### src/design/tamd_pkg.sv
// ----------------------------------------------------------------------------
// tamd_pkg
// Types, codes and the decision tree of the acknowledgment decider.
// ----------------------------------------------------------------------------
package tamd_pkg;

  localparam int NodeCount     = 9;
  localparam int TreePosW      = 4;
  localparam int FlagW         = 6;
  localparam int AddrW         = 16;
  localparam int FailW         = 8;
  localparam int FlagPositions = 64;  // positions at or above are ignored

  // input operations
  localparam logic [1:0] OP_ACK   = 2'd0;
  localparam logic [1:0] OP_INIT  = 2'd1;
  localparam logic [1:0] OP_MERGE = 2'd2;

  // membership bit operations
  localparam logic [1:0] BIT_KEEP = 2'd0;
  localparam logic [1:0] BIT_SET  = 2'd1;
  localparam logic [1:0] BIT_CLR  = 2'd2;

  // config register indexes
  localparam logic CFG_OWN_POS  = 1'b0;
  localparam logic CFG_MAX_FAIL = 1'b1;

  typedef enum logic [2:0] {
    KIND_DECIDE = 3'd0,
    KIND_TENT   = 3'd1,
    KIND_BACK   = 3'd2,
    KIND_POS    = 3'd3,
    KIND_NEG    = 3'd4
  } kind_e;

  typedef enum logic [2:0] {
    ACT_NONE = 3'd0,
    ACT_FT   = 3'd1,
    ACT_T    = 3'd2,
    ACT_FF   = 3'd3,
    ACT_FTT  = 3'd4,
    ACT_FTFT = 3'd5,
    ACT_FTFF = 3'd6
  } act_e;

  typedef enum logic [1:0] {
    ACK_WAIT = 2'd0,
    ACK_NEG  = 2'd1,
    ACK_TENT = 2'd2,
    ACK_POS  = 2'd3
  } ack_e;

  typedef struct packed {
    kind_e                kind;
    act_e                 action;
    logic [TreePosW-1:0]  next0;
    logic [TreePosW-1:0]  next1;
  } node_t;

  // walk outcome handed to the action decoder
  typedef struct packed {
    ack_e                 res;
    act_e                 action;
    logic [TreePosW-1:0]  pos;
  } walk_t;

  // state changes asked for by the action decoder
  typedef struct packed {
    logic                 store_succ;
    logic [FailW-1:0]     fail_d;
  } upd_t;

  // one result beat
  typedef struct packed {
    ack_e                 ack_result;
    act_e                 action_code;
    logic [1:0]           own_bit_op;
    logic [1:0]           sender_bit_op;
    logic [1:0]           successor_bit_op;
    logic [FlagW-1:0]     successor_pos;
    logic                 status_write;
    logic [AddrW-1:0]     status_addr;
    logic                 status_correct;
    logic                 membership_error;
    logic                 membership_loss;
  } res_t;

  function automatic node_t tree_node(input logic [TreePosW-1:0] idx);
    node_t n;
    case (idx)
      4'd0:    n = '{KIND_DECIDE, ACT_NONE, 4'd1, 4'd2};
      4'd1:    n = '{KIND_POS,    ACT_T,    4'd0, 4'd0};
      4'd2:    n = '{KIND_DECIDE, ACT_NONE, 4'd3, 4'd4};
      4'd3:    n = '{KIND_TENT,   ACT_FT,   4'd5, 4'd6};
      4'd4:    n = '{KIND_BACK,   ACT_FF,   4'd0, 4'd0};
      4'd5:    n = '{KIND_POS,    ACT_FTT,  4'd0, 4'd0};
      4'd6:    n = '{KIND_DECIDE, ACT_NONE, 4'd7, 4'd8};
      4'd7:    n = '{KIND_NEG,    ACT_FTFT, 4'd0, 4'd0};
      4'd8:    n = '{KIND_BACK,   ACT_FTFF, 4'd3, 4'd3};
      default: n = '{KIND_DECIDE, ACT_NONE, 4'd1, 4'd2};
    endcase
    return n;
  endfunction

endpackage

### src/design/tamd_walk.sv
// ----------------------------------------------------------------------------
// tamd_walk
// Walks one channel's tree position by one or two steps.
// ----------------------------------------------------------------------------
module tamd_walk (
  input  logic [tamd_pkg::TreePosW-1:0] pos_i,
  input  logic                          check_a_i,
  input  logic                          check_b_i,
  output tamd_pkg::walk_t               walk_o
);
  import tamd_pkg::*;

  typedef struct packed {
    logic                 cont;
    ack_e                 res;
    act_e                 action;
    logic [TreePosW-1:0]  pos;
  } step_t;

  function automatic step_t step(input logic [TreePosW-1:0] pos, input logic br);
    logic [TreePosW-1:0] p;
    logic [TreePosW-1:0] nxt;
    node_t               cur;
    node_t               n;
    step_t               s;
    p   = (pos >= TreePosW'(NodeCount)) ? '0 : pos;  // off-tree reads as root
    cur = tree_node(p);
    nxt = br ? cur.next1 : cur.next0;
    n   = tree_node(nxt);
    s.cont   = 1'b0;
    s.res    = ACK_WAIT;
    s.action = n.action;
    s.pos    = nxt;
    case (n.kind)
      KIND_TENT: s.res = ACK_TENT;
      KIND_BACK: s.pos = n.next0;
      KIND_POS: begin
        s.res = ACK_POS;
        s.pos = '0;
      end
      KIND_NEG: begin
        s.res = ACK_NEG;
        s.pos = '0;
      end
      default:   s.cont = 1'b1;
    endcase
    return s;
  endfunction

  step_t s1, s2;

  always_comb begin
    s1 = step(pos_i, check_a_i);
    s2 = step(s1.pos, check_b_i);
    if (!s1.cont) begin
      walk_o = '{s1.res, s1.action, s1.pos};
    end else if (!s2.cont) begin
      walk_o = '{s2.res, s2.action, s2.pos};
    end else begin
      walk_o = '{ACK_WAIT, ACT_NONE, s2.pos};
    end
  end

endmodule

### src/design/tamd_act.sv
// ----------------------------------------------------------------------------
// tamd_act
// Decodes the processor action into result fields and state updates.
// ----------------------------------------------------------------------------
module tamd_act (
  input  tamd_pkg::walk_t                walk_i,
  input  logic [tamd_pkg::FlagW-1:0]     own_pos_i,
  input  logic [tamd_pkg::FailW-1:0]     max_fail_i,
  input  logic [tamd_pkg::FlagW-1:0]     sender_pos_i,
  input  logic [tamd_pkg::FlagW-1:0]     succ_flag_i,
  input  logic [tamd_pkg::AddrW-1:0]     succ_addr_i,
  input  logic [tamd_pkg::FailW-1:0]     fail_i,
  output tamd_pkg::res_t                 res_o,
  output tamd_pkg::upd_t                 upd_o
);
  import tamd_pkg::*;

  function automatic logic [1:0] bit_op(input logic [1:0] op, input logic [FlagW-1:0] pos);
    return ({1'b0, pos} < (FlagW+1)'(FlagPositions)) ? op : BIT_KEEP;
  endfunction

  logic [FailW-1:0] fail_inc;

  assign fail_inc = (fail_i == {FailW{1'b1}}) ? fail_i : fail_i + FailW'(1);

  always_comb begin
    res_o             = '0;
    res_o.ack_result  = walk_i.res;
    res_o.action_code = walk_i.action;
    upd_o.store_succ  = 1'b0;
    upd_o.fail_d      = fail_i;
    case (walk_i.action)
      ACT_FT: upd_o.store_succ = 1'b1;
      ACT_T: begin
        res_o.own_bit_op    = bit_op(BIT_SET, own_pos_i);
        res_o.sender_bit_op = bit_op(BIT_SET, sender_pos_i);
        upd_o.fail_d        = '0;
      end
      ACT_FF: begin
        res_o.own_bit_op    = bit_op(BIT_SET, own_pos_i);
        res_o.sender_bit_op = bit_op(BIT_CLR, sender_pos_i);
      end
      ACT_FTT: begin
        res_o.own_bit_op       = bit_op(BIT_SET, own_pos_i);
        res_o.sender_bit_op    = bit_op(BIT_SET, sender_pos_i);
        res_o.successor_bit_op = bit_op(BIT_CLR, succ_flag_i);
        res_o.status_write     = 1'b1;
        res_o.status_addr      = succ_addr_i;
        upd_o.fail_d           = '0;
      end
      ACT_FTFT: begin
        res_o.own_bit_op       = bit_op(BIT_CLR, own_pos_i);
        res_o.sender_bit_op    = bit_op(BIT_SET, sender_pos_i);
        res_o.successor_bit_op = bit_op(BIT_SET, succ_flag_i);
        res_o.status_write     = 1'b1;
        res_o.status_addr      = succ_addr_i;
        res_o.status_correct   = 1'b1;
        res_o.membership_error = (fail_inc == max_fail_i);
        res_o.membership_loss  = (fail_inc != max_fail_i);
        upd_o.fail_d           = fail_inc;
      end
      ACT_FTFF: begin
        res_o.own_bit_op       = bit_op(BIT_SET, own_pos_i);
        res_o.sender_bit_op    = bit_op(BIT_CLR, sender_pos_i);
        res_o.successor_bit_op = bit_op(BIT_CLR, succ_flag_i);
      end
      default: ;
    endcase
    res_o.successor_pos = (res_o.successor_bit_op != BIT_KEEP) ? succ_flag_i : '0;
  end

endmodule

### src/design/tdma_ack_membership_decider.sv
// ----------------------------------------------------------------------------
// tdma_ack_membership_decider
// Acknowledgment and membership decision for a time-triggered bus sender.
// ----------------------------------------------------------------------------
// Usage:
//   s_axis carries one command beat: tuser holds operation and channel,
//   tdata holds check results and the slot sender's flag position and
//   message address. Every beat yields exactly one m_axis result beat;
//   init, merge and unknown operations return an all-zero result.
//   The cfg channel writes own_flag_pos (index 0) or max_fail_count (index 1);
//   it is always ready. The user must write it only while idle (not checked).
// Timing:
//   A beat lands in the input register on acceptance; the tree walk and
//   action decode are combinational from it, and the result register is
//   loaded from them when the result register is free to take it.
//   One beat per cycle is sustained while m_axis_tready is high: the input
//   and result registers form a two-entry pipeline, and the per-channel state updates as the result loads.
// Reset:
//   Both tree positions go to the root; successor, fail count and config
//   registers clear. No beats are held.
// Stall:
//   While m_axis_tready is low the result holds; one more beat is
//   taken into the input register, then s_axis_tready drops.
// ----------------------------------------------------------------------------
module tdma_ack_membership_decider (
  input  logic        clk_i,
  input  logic        rst_ni,
  input  logic        s_axis_tvalid,
  output logic        s_axis_tready,
  // [0] check_a, [1] check_b, [7:2] sender_flag_pos, [23:8] sender_msg_addr
  input  logic [23:0] s_axis_tdata,
  // [1:0] operation, [2] channel
  input  logic [2:0]  s_axis_tuser,
  output logic        m_axis_tvalid,
  input  logic        m_axis_tready,
  // [2:0] action_code, [4:3] own_bit_op, [6:5] sender_bit_op,
  // [8:7] successor_bit_op, [14:9] successor_pos, [15] status_write,
  // [31:16] status_addr, [32] status_correct, [33] membership_error,
  // [34] membership_loss, [39:35] zero
  output logic [39:0] m_axis_tdata,
  // [1:0] ack_result
  output logic [1:0]  m_axis_tuser,
  input  logic        cfg_valid_i,
  output logic        cfg_ready_o,
  input  logic        cfg_index_i,
  input  logic [7:0]  cfg_data_i
);
  import tamd_pkg::*;

  // input register
  logic                 in_valid_q;
  logic [1:0]           in_op_q;
  logic                 in_ca_q, in_cb_q, in_ch_q;
  logic [FlagW-1:0]     in_spos_q;
  logic [AddrW-1:0]     in_saddr_q;

  // block state
  logic [TreePosW-1:0]  pos_q [2];
  logic [FlagW-1:0]     succ_flag_q;
  logic [AddrW-1:0]     succ_addr_q;
  logic [FailW-1:0]     fail_q;
  logic [FlagW-1:0]     own_q;
  logic [FailW-1:0]     max_q;

  // result register
  logic                 out_valid_q;
  res_t                 out_q;

  logic                 out_free, fire, s_fire;
  walk_t                walk_raw, walk_sel;
  res_t                 res;
  upd_t                 upd;

  assign out_free      = !out_valid_q || m_axis_tready;
  assign fire          = in_valid_q && out_free;
  assign s_axis_tready = !in_valid_q || out_free;
  assign s_fire        = s_axis_tvalid && s_axis_tready;
  assign cfg_ready_o   = 1'b1;

  tamd_walk u_walk (
    .pos_i     (pos_q[in_ch_q]),
    .check_a_i (in_ca_q),
    .check_b_i (in_cb_q),
    .walk_o    (walk_raw)
  );

  // non-acknowledge beats give an all-zero result and leave counters alone
  assign walk_sel = (in_op_q == OP_ACK) ? walk_raw : walk_t'{ACK_WAIT, ACT_NONE, '0};

  tamd_act u_act (
    .walk_i       (walk_sel),
    .own_pos_i    (own_q),
    .max_fail_i   (max_q),
    .sender_pos_i (in_spos_q),
    .succ_flag_i  (succ_flag_q),
    .succ_addr_i  (succ_addr_q),
    .fail_i       (fail_q),
    .res_o        (res),
    .upd_o        (upd)
  );

  always_ff @(posedge clk_i or negedge rst_ni) begin
    if (!rst_ni) begin
      in_valid_q <= 1'b0;
    end else if (s_axis_tready) begin
      in_valid_q <= s_axis_tvalid;
    end
  end

  always_ff @(posedge clk_i) begin
    if (s_fire) begin
      in_op_q    <= s_axis_tuser[1:0];
      in_ch_q    <= s_axis_tuser[2];
      in_ca_q    <= s_axis_tdata[0];
      in_cb_q    <= s_axis_tdata[1];
      in_spos_q  <= s_axis_tdata[7:2];
      in_saddr_q <= s_axis_tdata[23:8];
    end
  end

  always_ff @(posedge clk_i or negedge rst_ni) begin
    if (!rst_ni) begin
      pos_q[0]    <= '0;
      pos_q[1]    <= '0;
      succ_flag_q <= '0;
      succ_addr_q <= '0;
      fail_q      <= '0;
    end else if (fire) begin
      fail_q <= upd.fail_d;
      if (upd.store_succ) begin
        succ_flag_q <= in_spos_q;
        succ_addr_q <= in_saddr_q;
      end
      case (in_op_q)
        OP_ACK:   pos_q[in_ch_q] <= walk_raw.pos;
        OP_INIT: begin
          pos_q[0] <= '0;
          pos_q[1] <= '0;
        end
        OP_MERGE: pos_q[!in_ch_q] <= pos_q[in_ch_q];
        default: ;
      endcase
    end
  end

  always_ff @(posedge clk_i or negedge rst_ni) begin
    if (!rst_ni) begin
      own_q <= '0;
      max_q <= '0;
    end else if (cfg_valid_i) begin
      case (cfg_index_i)
        CFG_OWN_POS:  own_q <= cfg_data_i[FlagW-1:0];
        CFG_MAX_FAIL: max_q <= cfg_data_i;
        default: ;
      endcase
    end
  end

  always_ff @(posedge clk_i or negedge rst_ni) begin
    if (!rst_ni) begin
      out_valid_q <= 1'b0;
    end else if (out_free) begin
      out_valid_q <= in_valid_q;
    end
  end

  always_ff @(posedge clk_i) begin
    if (fire) begin
      out_q <= res;
    end
  end

  assign m_axis_tvalid = out_valid_q;
  assign m_axis_tuser  = out_q.ack_result;
  assign m_axis_tdata  = {5'b0,
                          out_q.membership_loss,
                          out_q.membership_error,
                          out_q.status_correct,
                          out_q.status_addr,
                          out_q.status_write,
                          out_q.successor_pos,
                          out_q.successor_bit_op,
                          out_q.sender_bit_op,
                          out_q.own_bit_op,
                          out_q.action_code};

`ifndef NO_ASSERTIONS
  a_state_holds: assert property (@(posedge clk_i) disable iff (!rst_ni)
    !fire |=> $stable(pos_q[0]) && $stable(pos_q[1]) && $stable(fail_q))
    else $error("state changed without a beat");

  a_pos_on_tree: assert property (@(posedge clk_i) disable iff (!rst_ni)
    pos_q[0] < TreePosW'(NodeCount) && pos_q[1] < TreePosW'(NodeCount))
    else $error("tree position off the tree");

  a_final_to_root: assert property (@(posedge clk_i) disable iff (!rst_ni)
    fire && in_op_q == OP_ACK && (walk_raw.res == ACK_POS || walk_raw.res == ACK_NEG)
    |=> pos_q[$past(in_ch_q)] == '0)
    else $error("final outcome did not return to root");

  a_status_src: assert property (@(posedge clk_i) disable iff (!rst_ni)
    out_valid_q && out_q.status_write
    |-> out_q.action_code == ACT_FTT || out_q.action_code == ACT_FTFT)
    else $error("status write from wrong action");
`endif

endmodule
### config.mk
export PLATFORM = sky130hd
export DESIGN_NAME = tdma_ack_membership_decider
export DESIGN_NICKNAME = d
export VERILOG_FILES = /design/src/design/tamd_pkg.sv /design/src/design/tamd_walk.sv /design/src/design/tamd_act.sv /design/src/design/tdma_ack_membership_decider.sv
export SDC_FILE = /design/constraint.sdc
export NUM_CORES = 1
export LEC_CHECK = 0
export BUFFER_PORTS_ARGS = -buffer_cell sky130_fd_sc_hd__buf_4
export CAP_MARGIN = 0
export CELL_PAD_IN_SITES_DETAIL_PLACEMENT = 0
export CELL_PAD_IN_SITES_GLOBAL_PLACEMENT = 1
export CORE_UTILIZATION = 40
export DETAILED_ROUTE_END_ITERATION = 10
export PLACE_DENSITY = 0.67
export SLEW_MARGIN = 5
export SYNTH_ARGS = -nofsm -noshare
export SYNTH_HDL_FRONTEND = slang
export SYNTH_SLANG_ARGS = --single-unit
### constraint.sdc
create_clock -name clk_i -period 12.7 [get_ports clk_i]
set_input_delay 1.27 -clock clk_i [delete_from_list [all_inputs] [get_ports clk_i]]
set_output_delay 1.27 -clock clk_i [all_outputs]
set_load 0.02 [all_outputs]
---- Word level (Yosys, flattened, before mapping) ----
Memory sizes are Yosys's and may differ from the RTL's.
Cells that the tools add are included.
cells by class
  $add $sub $neg .......................... 1
  magnitude comparators ................... 6
  equality and inequality tests ........... 19
  muxes and demuxes ....................... 28
  bitwise logic cells ..................... 2
  reduce and logical (&&, ||, !) cells .... 25
operators by type and width
  operator                                                         number
  4-bit two-way mux                                                9
  8-bit one-hot mux with 3 select lines                            1
  3-bit by 2-bit == test with 1-bit output, second input constant  6
  9-bit two-way mux                                                2
  17-bit two-way mux                                               1
  8-bit bitwise mux                                                2
  4-bit one-hot mux with 2 select lines                            2
  8-bit one-hot mux with 2 select lines                            1
  3-bit == test, second input constant                             5
  2-bit one-hot mux with 3 select lines                            2
  4-bit one-hot mux with 3 select lines                            1
  2-bit OR reduction                                               6
  3-bit by 1-bit == test with 1-bit output, second input constant  3
  8-bit by 1-bit adder with 8-bit output, second input constant    1
  4-bit demux with 1-bit select                                    2
  8-bit == test                                                    1
  8-bit == test, second input constant                             1
  4-bit >= comparator, second input constant                       2
  8-bit two-way mux                                                1
  8-bit != test                                                    1
  2-bit AND reduction                                              4
  4-bit OR reduction                                               2
  7-bit two-way mux                                                1
  2-bit >= comparator, second input constant                       2
  13 further kinds                                                 22
word-level totals
  bits in registers ....................... 112
  ROM bits ................................ 832
  input port bits ......................... 41
  output and inout port bits .............. 45
  logic and storage cells ................. 110
  memories ................................ 4
memories
  name              depth  width  read ports  clocked after memory_dff  wr ports  line            source
  (name not given)  16     13     1           0                         0         tamd_pkg.sv:90  case (idx)
  (name not given)  16     13     1           0                         0         tamd_pkg.sv:90
  (name not given)  16     13     1           0                         0         tamd_pkg.sv:90
  (name not given)  16     13     1           0                         0         tamd_pkg.sv:90

---- Logic depth before layout (Yosys ltp) ----
Gate-level depths: netlist (run 1).
An unclocked memory read counts as a cell.
  depth in word-level cells ............... 27
  depth in mapped cells ................... 31
  mapped depth without buffers ............ 29

---- Modules after synthesis ----
Synthesis (run 1) repeated with hierarchy kept, for this count alone.
second synthesis, totals
  cell total of the unflattened synthesis .. 551
  area, all modules ....................... 6359.8 sq um
modules (own cells, without submodules)
  module                       instances  cells an instance  area an instance (sq um)  sequential area each (sq um)
  tdma_ack_membership_decider  1          240                4295.4                    3273.1
  tamd_walk                    1          183                1267.5                    0.0
  tamd_act                     1          128                797.0                     0.0

---- Least setup slack after synthesis (run 1) ----
No wires, ideal clock.
  kind .................................... register to register
  start point ............................. register in_ch_q
  end point ............................... register succ_addr_q[10]
  setup time .............................. 0.125 ns
  data arrival time ....................... 6.466 ns
  required time ........................... 12.575 ns
  slack ................................... 6.109 ns
  cell stages (with the launch flop) ...... 31
  buffers on the path ..................... 5
  period minus slack after synthesis ...... 6.591 ns
  cell sequence ........................... edfxtp_1 -> clkbuf_1 -> buf_1 -> nand2_1 -> o22a_1 -> ha_1 -> a21o_1 -> a221oi_1 -> o21ai_2 -> ha_1 -> clkbuf_1 -> nand2b_1 -> or4_4 -> a221oi_4 -> a21o_1 -> ha_1 -> nand2_1 -> a211o_2 -> nand3_2 -> inv_1 -> ha_1 -> o21ai_0 -> a211oi_1 -> a221oi_2 -> o41ai_2 -> and2_1 -> buf_6 -> or3_4 -> nor2_8 -> buf_12 -> mux2_4
RTL lines
  element                 line                                source
  start, declared         tdma_ack_membership_decider.sv:53   logic in_ca_q, in_cb_q, in_ch_q;
  start signal, assigned  tdma_ack_membership_decider.sv:113  in_ch_q <= s_axis_tuser[2];
  end signal, assigned    tdma_ack_membership_decider.sv:132  succ_addr_q <= in_saddr_q;
  end, declared           tdma_ack_membership_decider.sv:60   logic [AddrW-1:0] succ_addr_q;

---- Worst setup path after layout (run 1) ----
  start point ............................. register in_ch_q
  end point ............................... register fail_q[3]
on the way
  cells in the longest elaborated chain, start to end .. 26
  elaborated cells on any way between the ends .. 36
  those cells by class .................... order compare (2); eq/ne (11); mux (12); bitwise (1); reduce/logical (6); memory (4)
RTL lines
  element                                                                    line                                source
  1-bit NOT with 2-bit output (implied by the code) (*)                      tdma_ack_membership_decider.sv:81   .pos_i (pos_q[in_ch_q]),
  4-bit two-way mux (implied by the code) (*) (3 in a row)                   tdma_ack_membership_decider.sv:81
  4-bit >= comparator                                                        tamd_walk.sv:26                     p = (pos >= TreePosW'(NodeCount)) ? '0 : pos;
  4-bit two-way mux (*)                                                      tamd_walk.sv:26
  memory 16 x 13 bit (*)                                                     -
  4-bit two-way mux (*)                                                      tamd_walk.sv:28                     nxt = br ? cur.next1 : cur.next0;
  memory 16 x 13 bit                                                         -
  3-bit by 2-bit == test with 1-bit output or 3-bit == test (tied branches)  tamd_walk.sv:34                     case (n.kind)
  [... 8 more ...]                                                           -
  4-bit OR reduction (no line)                                               -
  9-bit two-way mux                                                          tamd_walk.sv:57                     end else if (!s2.cont) begin
  9-bit two-way mux (*)                                                      tamd_walk.sv:55                     if (!s1.cont) begin
  7-bit two-way mux (*)                                                      tdma_ack_membership_decider.sv:88   assign walk_sel = (in_op_q == OP_ACK) ? walk_raw : walk_t'{ACK_WAIT, ACT_NONE, '0};
  3-bit by 2-bit == test with 1-bit output or 3-bit == test (tied branches)  tamd_act.sv:32                      case (walk_i.action)
  2-bit OR reduction (no line)                                               -
  2-bit nonzero test (no line)                                               -
  2-bit AND reduction (no line)                                              -
  end signal, assigned                                                       tdma_ack_membership_decider.sv:129  fail_q <= upd.fail_d;
  end, declared                                                              tdma_ack_membership_decider.sv:61   logic [FailW-1:0] fail_q;
Every way passes the cells marked *; elsewhere a longest branch is shown, timed or not. The select of a mux whose other input is x is not followed.
A chain may end at the register's enable or synchronous reset.

==> impl_metrics.toml, run 1 <==
[finish]
final-instance-count-excl-fill = 771
final_cell_mix = "82 x sky130_fd_sc_hd__buf_4, 62 x sky130_fd_sc_hd__edfxtp_1, 48 x sky130_fd_sc_hd__dfrtp_1"
diodes = 0
final_util_pct = 47.92
layout-drive-gt1-share_pct = 26.41
layout.cells.most_common = "sky130_fd_sc_hd__buf_4"
finish.net_count = 640
areaGrowthSynthToFinish_pct = 16.76

[setup_path]
startpoint_type = "flip-flop"
worst-r2r-cell-count = 28
crit-reg2reg-launch = "in_ch_q$_DFFE_PP_"
critPathMostFrequentCell = "sky130_fd_sc_hd__inv_1"
critical_path_buf_inv_count = 5
critical-path-max-stage-delay_ps = 910
r2r_end = "fail_q[3]$_DFFE_PN0P_"
critical_path.slowest_cell = "sky130_fd_sc_hd__a211oi_2"
worst_setup_path_end_kind = "flip-flop"
timing.reg2reg.setup_slack_ps = 4910
cp.arrival_ps = 8080
worstSetupPathType = "flip-flop to flip-flop"
timing.critical_path.max_delay_family = "compound AO/OA/AOI/OAI gates"
cp_data_required_time_ps = 12990
cp_max_fo = 21

[routing]
post-route-drc-count = 0
route.vias.total = 4210
detail_route.vias_per_cell = 5.460
drtAntennaViolNets = 0
wl_mm = 12.92
firstDrtPassIters = 4
wl_per_cell_um = 16.76
drt-initial-drc-count = 203

[cts]
maximum_number_of_buffers_from_clock_root_to_sink = 2
cts.htree.levels = 3
cts_root_buf = "sky130_fd_sc_hd__clkbuf_16"
post-cts-setup-buffer-count = 0
tritoncts = "built"
clk_pin_slew_ps = 70
post_cts_resize_count = 0
cts-hold-fix-buffers = 0
tritoncts_num_sinks = 110
clock_latency_ps = 350
number_of_buffers_inserted_during_clock_tree_synthesis = 9

[logic_synthesis]
synth.ff_latch_count = 110
synth_area_sq_um = 5987
synth_unique_cells = 84
synth_edf_count = 62
postSynth.asyncResetShare_pct = 43.64
syn-mean-instance-area_sq_um = 11.74
ys_warn_count = 0
most_instantiated_flip_flop_cell_in_the_synthesis_netlist = "sky130_fd_sc_hd__edfxtp_1"
synth_sequential_area_ratio_pct = 51.16
netlist_instances = 510

[floorplanning]
die_h_um = 124.3
pin_count = 86
standard_cell_row_count = 44
initial_core_util_pct = 41.04
fp.coreArea_sq_um = 14590
dieWidth_um = 124.3
die_area_sq_um = 15460

[pwr]
power_density_nw_per_um2 = 191.5
leakage_nw = 2.912
irDropWorstVdd_mv = 0.09561

[global_routing]
overall_global_routing_usage_pct = 17.19
grt_pass1_wl_mm = 21.09
grt_start_max_net_pins = 49
first_global_vias = 4062
grt_antenna_before_repair = 0
gr-total-overflow = 0

[placement]
port-buffer-count = 79
dp.final_hpwl_mm = 9.361
gp_routability_congestion = 0.8558
cell_total_after_placement = 755

[timing]
achievable-frequency_ghz = 0.1283
finalSetupViolCount = 0
timing.final.hold_violations = 0
final.setup_skew_ps = 8.487
setup-tns-final_ps = 0
holdWs_ps = 473.3
timing_worst_slew_pin_value_ps = 1106
slew_viol_final = 0
shortest_period_the_worst_path_allows_ps = 7795
rsz0062_at_grt = "false"
max-slew-margin-rel_pct = 26.13
finalCritPeriodShare_pct = 61.38

[min_path]
hold_path_end = "succ_addr_q[1]$_DFFE_PN0P_"
min-delay-path-class = "flip-flop to flip-flop"
hold_depth = 1
hp-start = "in_saddr_q[1]$_DFFE_PP_"

[run_status]
status = "completed"

[run]
cap_violations = 0
[cells in the mapped netlist, drive strengths merged (3+ instances only)]
library cell  count  area share [%]
o311ai            3            0.44
o31ai             3            0.38
nor2b             3            0.31
xor2              3            0.44
or2               3            0.31
edfxtp           62              31
nand3b            3            0.38
a21oi            22             1.9
dfrtp            48              20
nor2             31             2.2
o22a              4            0.59
or3               6            0.71
and2             27             2.9
nand4             7            0.98
a221oi            5             1.1
nand2b           10             1.0
xnor2            11             1.6
o41ai             3            0.56
inv              22             1.4
o21a              6            0.75
mux2i             4            0.67
a31oi             8            0.94
a31o              4            0.59
ha               17             3.6
a21o             10             1.3
nand2            32             2.0
a211oi            9             1.1
or4               3            0.44
clkbuf            7            0.44
nand3            15             1.3
and3              6            0.63
nor3              8            0.67
mux2             33             7.5
o211ai            7            0.88
nor4              4            0.42
o21ai            12             1.1
buf              18             2.4
[power by group]
group	switching (mW)	total, mW	internal [mW]
combinational	0.314	0.557	0.242
sequential	0.0485	0.497	0.449
clock	0.128	0.285	0.157
total	0.491	1.34	0.848
[worst max-delay path by stage]
stage,start,end,slack [ps],depth (start not counted)
after floorplan,in_ch_q$_DFFE_PP_,succ_addr_q[10]$_DFFE_PN0P_,6110,30
after global placement,in_ch_q$_DFFE_PP_,fail_q[3]$_DFFE_PN0P_,5130,24
after detailed placement,in_ch_q$_DFFE_PP_,fail_q[3]$_DFFE_PN0P_,4920,28
after CTS,in_ch_q$_DFFE_PP_,fail_q[3]$_DFFE_PN0P_,4880,27
after global routing,in_ch_q$_DFFE_PP_,fail_q[3]$_DFFE_PN0P_,4090,28
final,in_ch_q$_DFFE_PP_,fail_q[3]$_DFFE_PN0P_,4910,28
[worst register-to-register path: cells and delay by family (launching register included)]
| family | cells | cell delay (ps) |
|---|---|---|
| flops | 1 | 770 |
| buf+inv | 5 | 870 |
| fa+ha+maj | 4 | 1040 |
| compound gates | 11 | 3350 |
| simple gates | 8 | 1700 |
[per-stage QoR]
stage	power (mW)	setup WS [ps]	instance area (sq um)
after floorplan	0.9234	6109	6002
after global placement	1.061	5127	6681
after detailed placement	1.056	4922	6681
after CTS	1.348	4879	6990
after global routing	1.428	4086	6990
final	1.339	4905	6990
[layer usage]
metal | part of all wire [%] | GRT usage [%]
met3 | 5.7 | 4.253
met2 | 48 | 27.46
met1 | 45 | 22.88
met5 | 0 | 0
met4 | 1.3 | 5.457
[logic make-up after synthesis]
kind of cell	Yosys count	share of synthesized area, %
xor gates and xnor gates	14	2.048
other	2	0.1254
muxes	37	8.130
adders and majority gates	17	3.553
DFF	110	51.16
AOI/OAI and AO/OA	116	15.07
and+or+nand+nor	166	15.55
buffers and inverters	48	4.368
[state kept, by name, summed over array words and instances (netlist names), named ones only]
signal         count
in_saddr_q        16
m_axis_tuser       2
m_axis_tvalid      1
in_ca_q            1
succ_addr_q       16
in_cb_q            1
succ_flag_q        6
in_valid_q         1
m_axis_tdata      33
max_q              8
in_ch_q            1
in_spos_q          6
fail_q             8
in_op_q            2
[cell type report]
| cell class | count | area, sq um |
|---|---|---|
| Sequential cell | 110 | 3063 |
| Fill cell | 1298 | 7599 |
| Clock inverter | 6 | 80.08 |
| Multi-Input combinational cell | 356 | 2683 |
| Clock buffer | 10 | 229.0 |
| Inverter | 23 | 90.09 |
| Tap cell | 184 | 230.2 |
| Timing Repair Buffer | 82 | 615.6 |
Power figures use the tool's default switching activity.
==> inputs of run 2 (changes only) <==
- PLACE_DENSITY: 0.67 -> 0.7
- clock period: 12.7 -> 6.3 ns (I/O delays scaled with it)
==> run 2 against run 1 <==
  * Cell area is 4.9% higher
  * Worst setup slack worse by 4600 ps
  * Fmax is 30% higher
  * Non-clock buffer count is 34 higher
  * Flip-flop and latch count stayed put
  * Core utilization is 2.3 points higher
  * Sequential power is 100% higher
  * Power is 110% higher
  * Sequential share of layout area is 2.0 points lower
==> impl_metrics.toml, run 2 (synthesized netlist as in run 1, its figures left out) <==
[finish]
final_cell_mix = "114 x sky130_fd_sc_hd__buf_4, 62 x sky130_fd_sc_hd__edfxtp_1, 48 x sky130_fd_sc_hd__dfrtp_1"
largest_register_ff_count = 33
area.sequential_sq_um = 3063
areaGrowthSynthToFinish_pct = 22.45
finish.net_count = 675
multi_input_comb_area_sq_um = 2740
layout-drive-gt1-share_pct = 32.15
num-fill-cells = 1285
final-instance-count-excl-fill = 806
layout.cells.most_common = "sky130_fd_sc_hd__buf_4"
diodes = 0

[setup_path]
cp.arrival_ps = 6230
cp_num_cells = 29
cp_data_required_time_ps = 6550
worst_setup_path_end_kind = "flip-flop"
startpoint_type = "flip-flop"
worst-r2r-cell-count = 29
critical_path.slowest_cell = "sky130_fd_sc_hd__or4_4"
critical-path-max-stage-delay_ps = 450
cp_max_fo = 6
critical_path_buf_inv_count = 5
timing.critical_path.max_delay_family = "compound AO/OA/AOI/OAI gates"
critPathMostFrequentCell = "sky130_fd_sc_hd__ha_1"
worstSetupPathType = "flip-flop to flip-flop"

[timing]
finalSetupViolCount = 0
timing.final.hold_violations = 0
finalCritPeriodShare_pct = 95.02
final.setup_skew_ps = 6.300
rsz0062_at_grt = "false"
max-slew-margin-rel_pct = 36.26
slew_viol_final = 0
shortest_period_the_worst_path_allows_ps = 5986
final_critical_path_setup_slack_ps = 313.6
achievable-frequency_ghz = 0.1670
timing_worst_slew_pin_value_ps = 955.0
setup-tns-final_ps = 0

[cts]
tritoncts = "built"
number_of_buffers_inserted_during_clock_tree_synthesis = 9
cts_root_buf = "sky130_fd_sc_hd__clkbuf_16"
cts.htree.levels = 3
clock_latency_ps = 360
tritoncts_num_sinks = 110
maximum_number_of_buffers_from_clock_root_to_sink = 2
clk_pin_slew_ps = 80

[floorplanning]
initial_core_util_pct = 41.04
pin_count = 86
standard_cell_row_count = 44
fp.coreArea_sq_um = 14590
die_area_sq_um = 15460
dieWidth_um = 124.3
die_h_um = 124.3

[placement]
dp.final_hpwl_mm = 9.750
cell_total_after_placement = 783
port-buffer-count = 79
pre_cts_ws_ps = 21.92
gp_routability_congestion = 0.8861

[global_routing]
grt_start_max_net_pins = 49
grt_pass1_wl_mm = 21.95
grt_antenna_before_repair = 0
overall_global_routing_usage_pct = 18.11
first_global_vias = 4205
gr-total-overflow = 0

[run]
cap_violations = 0

[pwr]
power_density_nw_per_um2 = 390.2
leakage_nw = 3.100
irDropWorstVdd_mv = 0.1942

[run_status]
status = "completed"

[routing]
detail_route.vias_per_cell = 5.331
wl_mm = 13.45
route.vias.total = 4297
drtAntennaViolNets = 0
post-route-drc-count = 0
drt-initial-drc-count = 190
wl_per_cell_um = 16.69
firstDrtPassIters = 4

[min_path]
min-delay-path-class = "input pin to async pin"
==> run 2: final timing paths <==
check | end | startpoint | slack [ps]
max | succ_addr_q[7]$_DFFE_PN0P_ | in_ch_q$_DFFE_PP_ | 310
max in group asynchronous | async pin | rst_ni | 5560
min in group clk_i | in_saddr_q[6]$_DFFE_PP_ | s_axis_tdata[14] | 440
min reg2reg | succ_addr_q[0]$_DFFE_PN0P_ | in_saddr_q[0]$_DFFE_PP_ | 470
max reg2reg | succ_addr_q[7]$_DFFE_PN0P_ | in_ch_q$_DFFE_PP_ | 310
min | fail_q[7]$_DFFE_PN0P_ | rst_ni | 280
==> run 2: final cells by class <==
type / count / area share, %
Tap cell: 184 / 3.140
Multi-Input combinational cell: 357 / 37.38
Inverter: 23 / 1.229
Timing Repair Buffer: 116 / 12.22
Clock inverter: 7 / 1.178
Sequential cell: 110 / 41.78
Clock buffer: 9 / 3.072
==> run 2: report_power, final <==
| group | total [mW] | switching [mW] | internal [mW] |
|---|---|---|---|
| Combinational | 1.29 | 0.690 | 0.598 |
| Clock | 0.579 | 0.293 | 0.286 |
| Sequential | 0.993 | 0.0888 | 0.904 |
| Total | 2.86 | 1.07 | 1.79 |
==> run 2: layer usage <==
layer	wire (um)	global-route usage (%)	up-vias	part of all wire, %
met5	0	0	-	0
li1	-	-	2098	-
met3	644	4.424	17	4.8
met4	183	4.961	0	1.4
met1	6223	24.63	2072	46
met2	6399	28.73	110	48
==> run 2: repair_timing <==
item                                    4_1_cts  5_1_grt
endpoints found under the setup margin        1       25
buffers inserted                              0        6
gates resized for setup                       0       11
hold buffers                                  0        0
gates cloned                                  1        0
pin swaps                                     1        4
==> run 2: per-stage QoR <==
| step | hold slack (ps) | utilization, % | cell area, sq um | total power, mW |
|---|---|---|---|---|
| after floorplan | 334.4 | - | 6011 | 1.864 |
| after global placement | 441.8 | 47.28 | 6898 | 2.227 |
| after detailed placement | 458.1 | 47.28 | 6898 | 2.233 |
| after CTS | 315.4 | 49.49 | 7221 | 2.825 |
| after global routing | 349.7 | 50.25 | 7331 | 3.045 |
| final | 280.2 | 50.25 | 7331 | 2.861 |
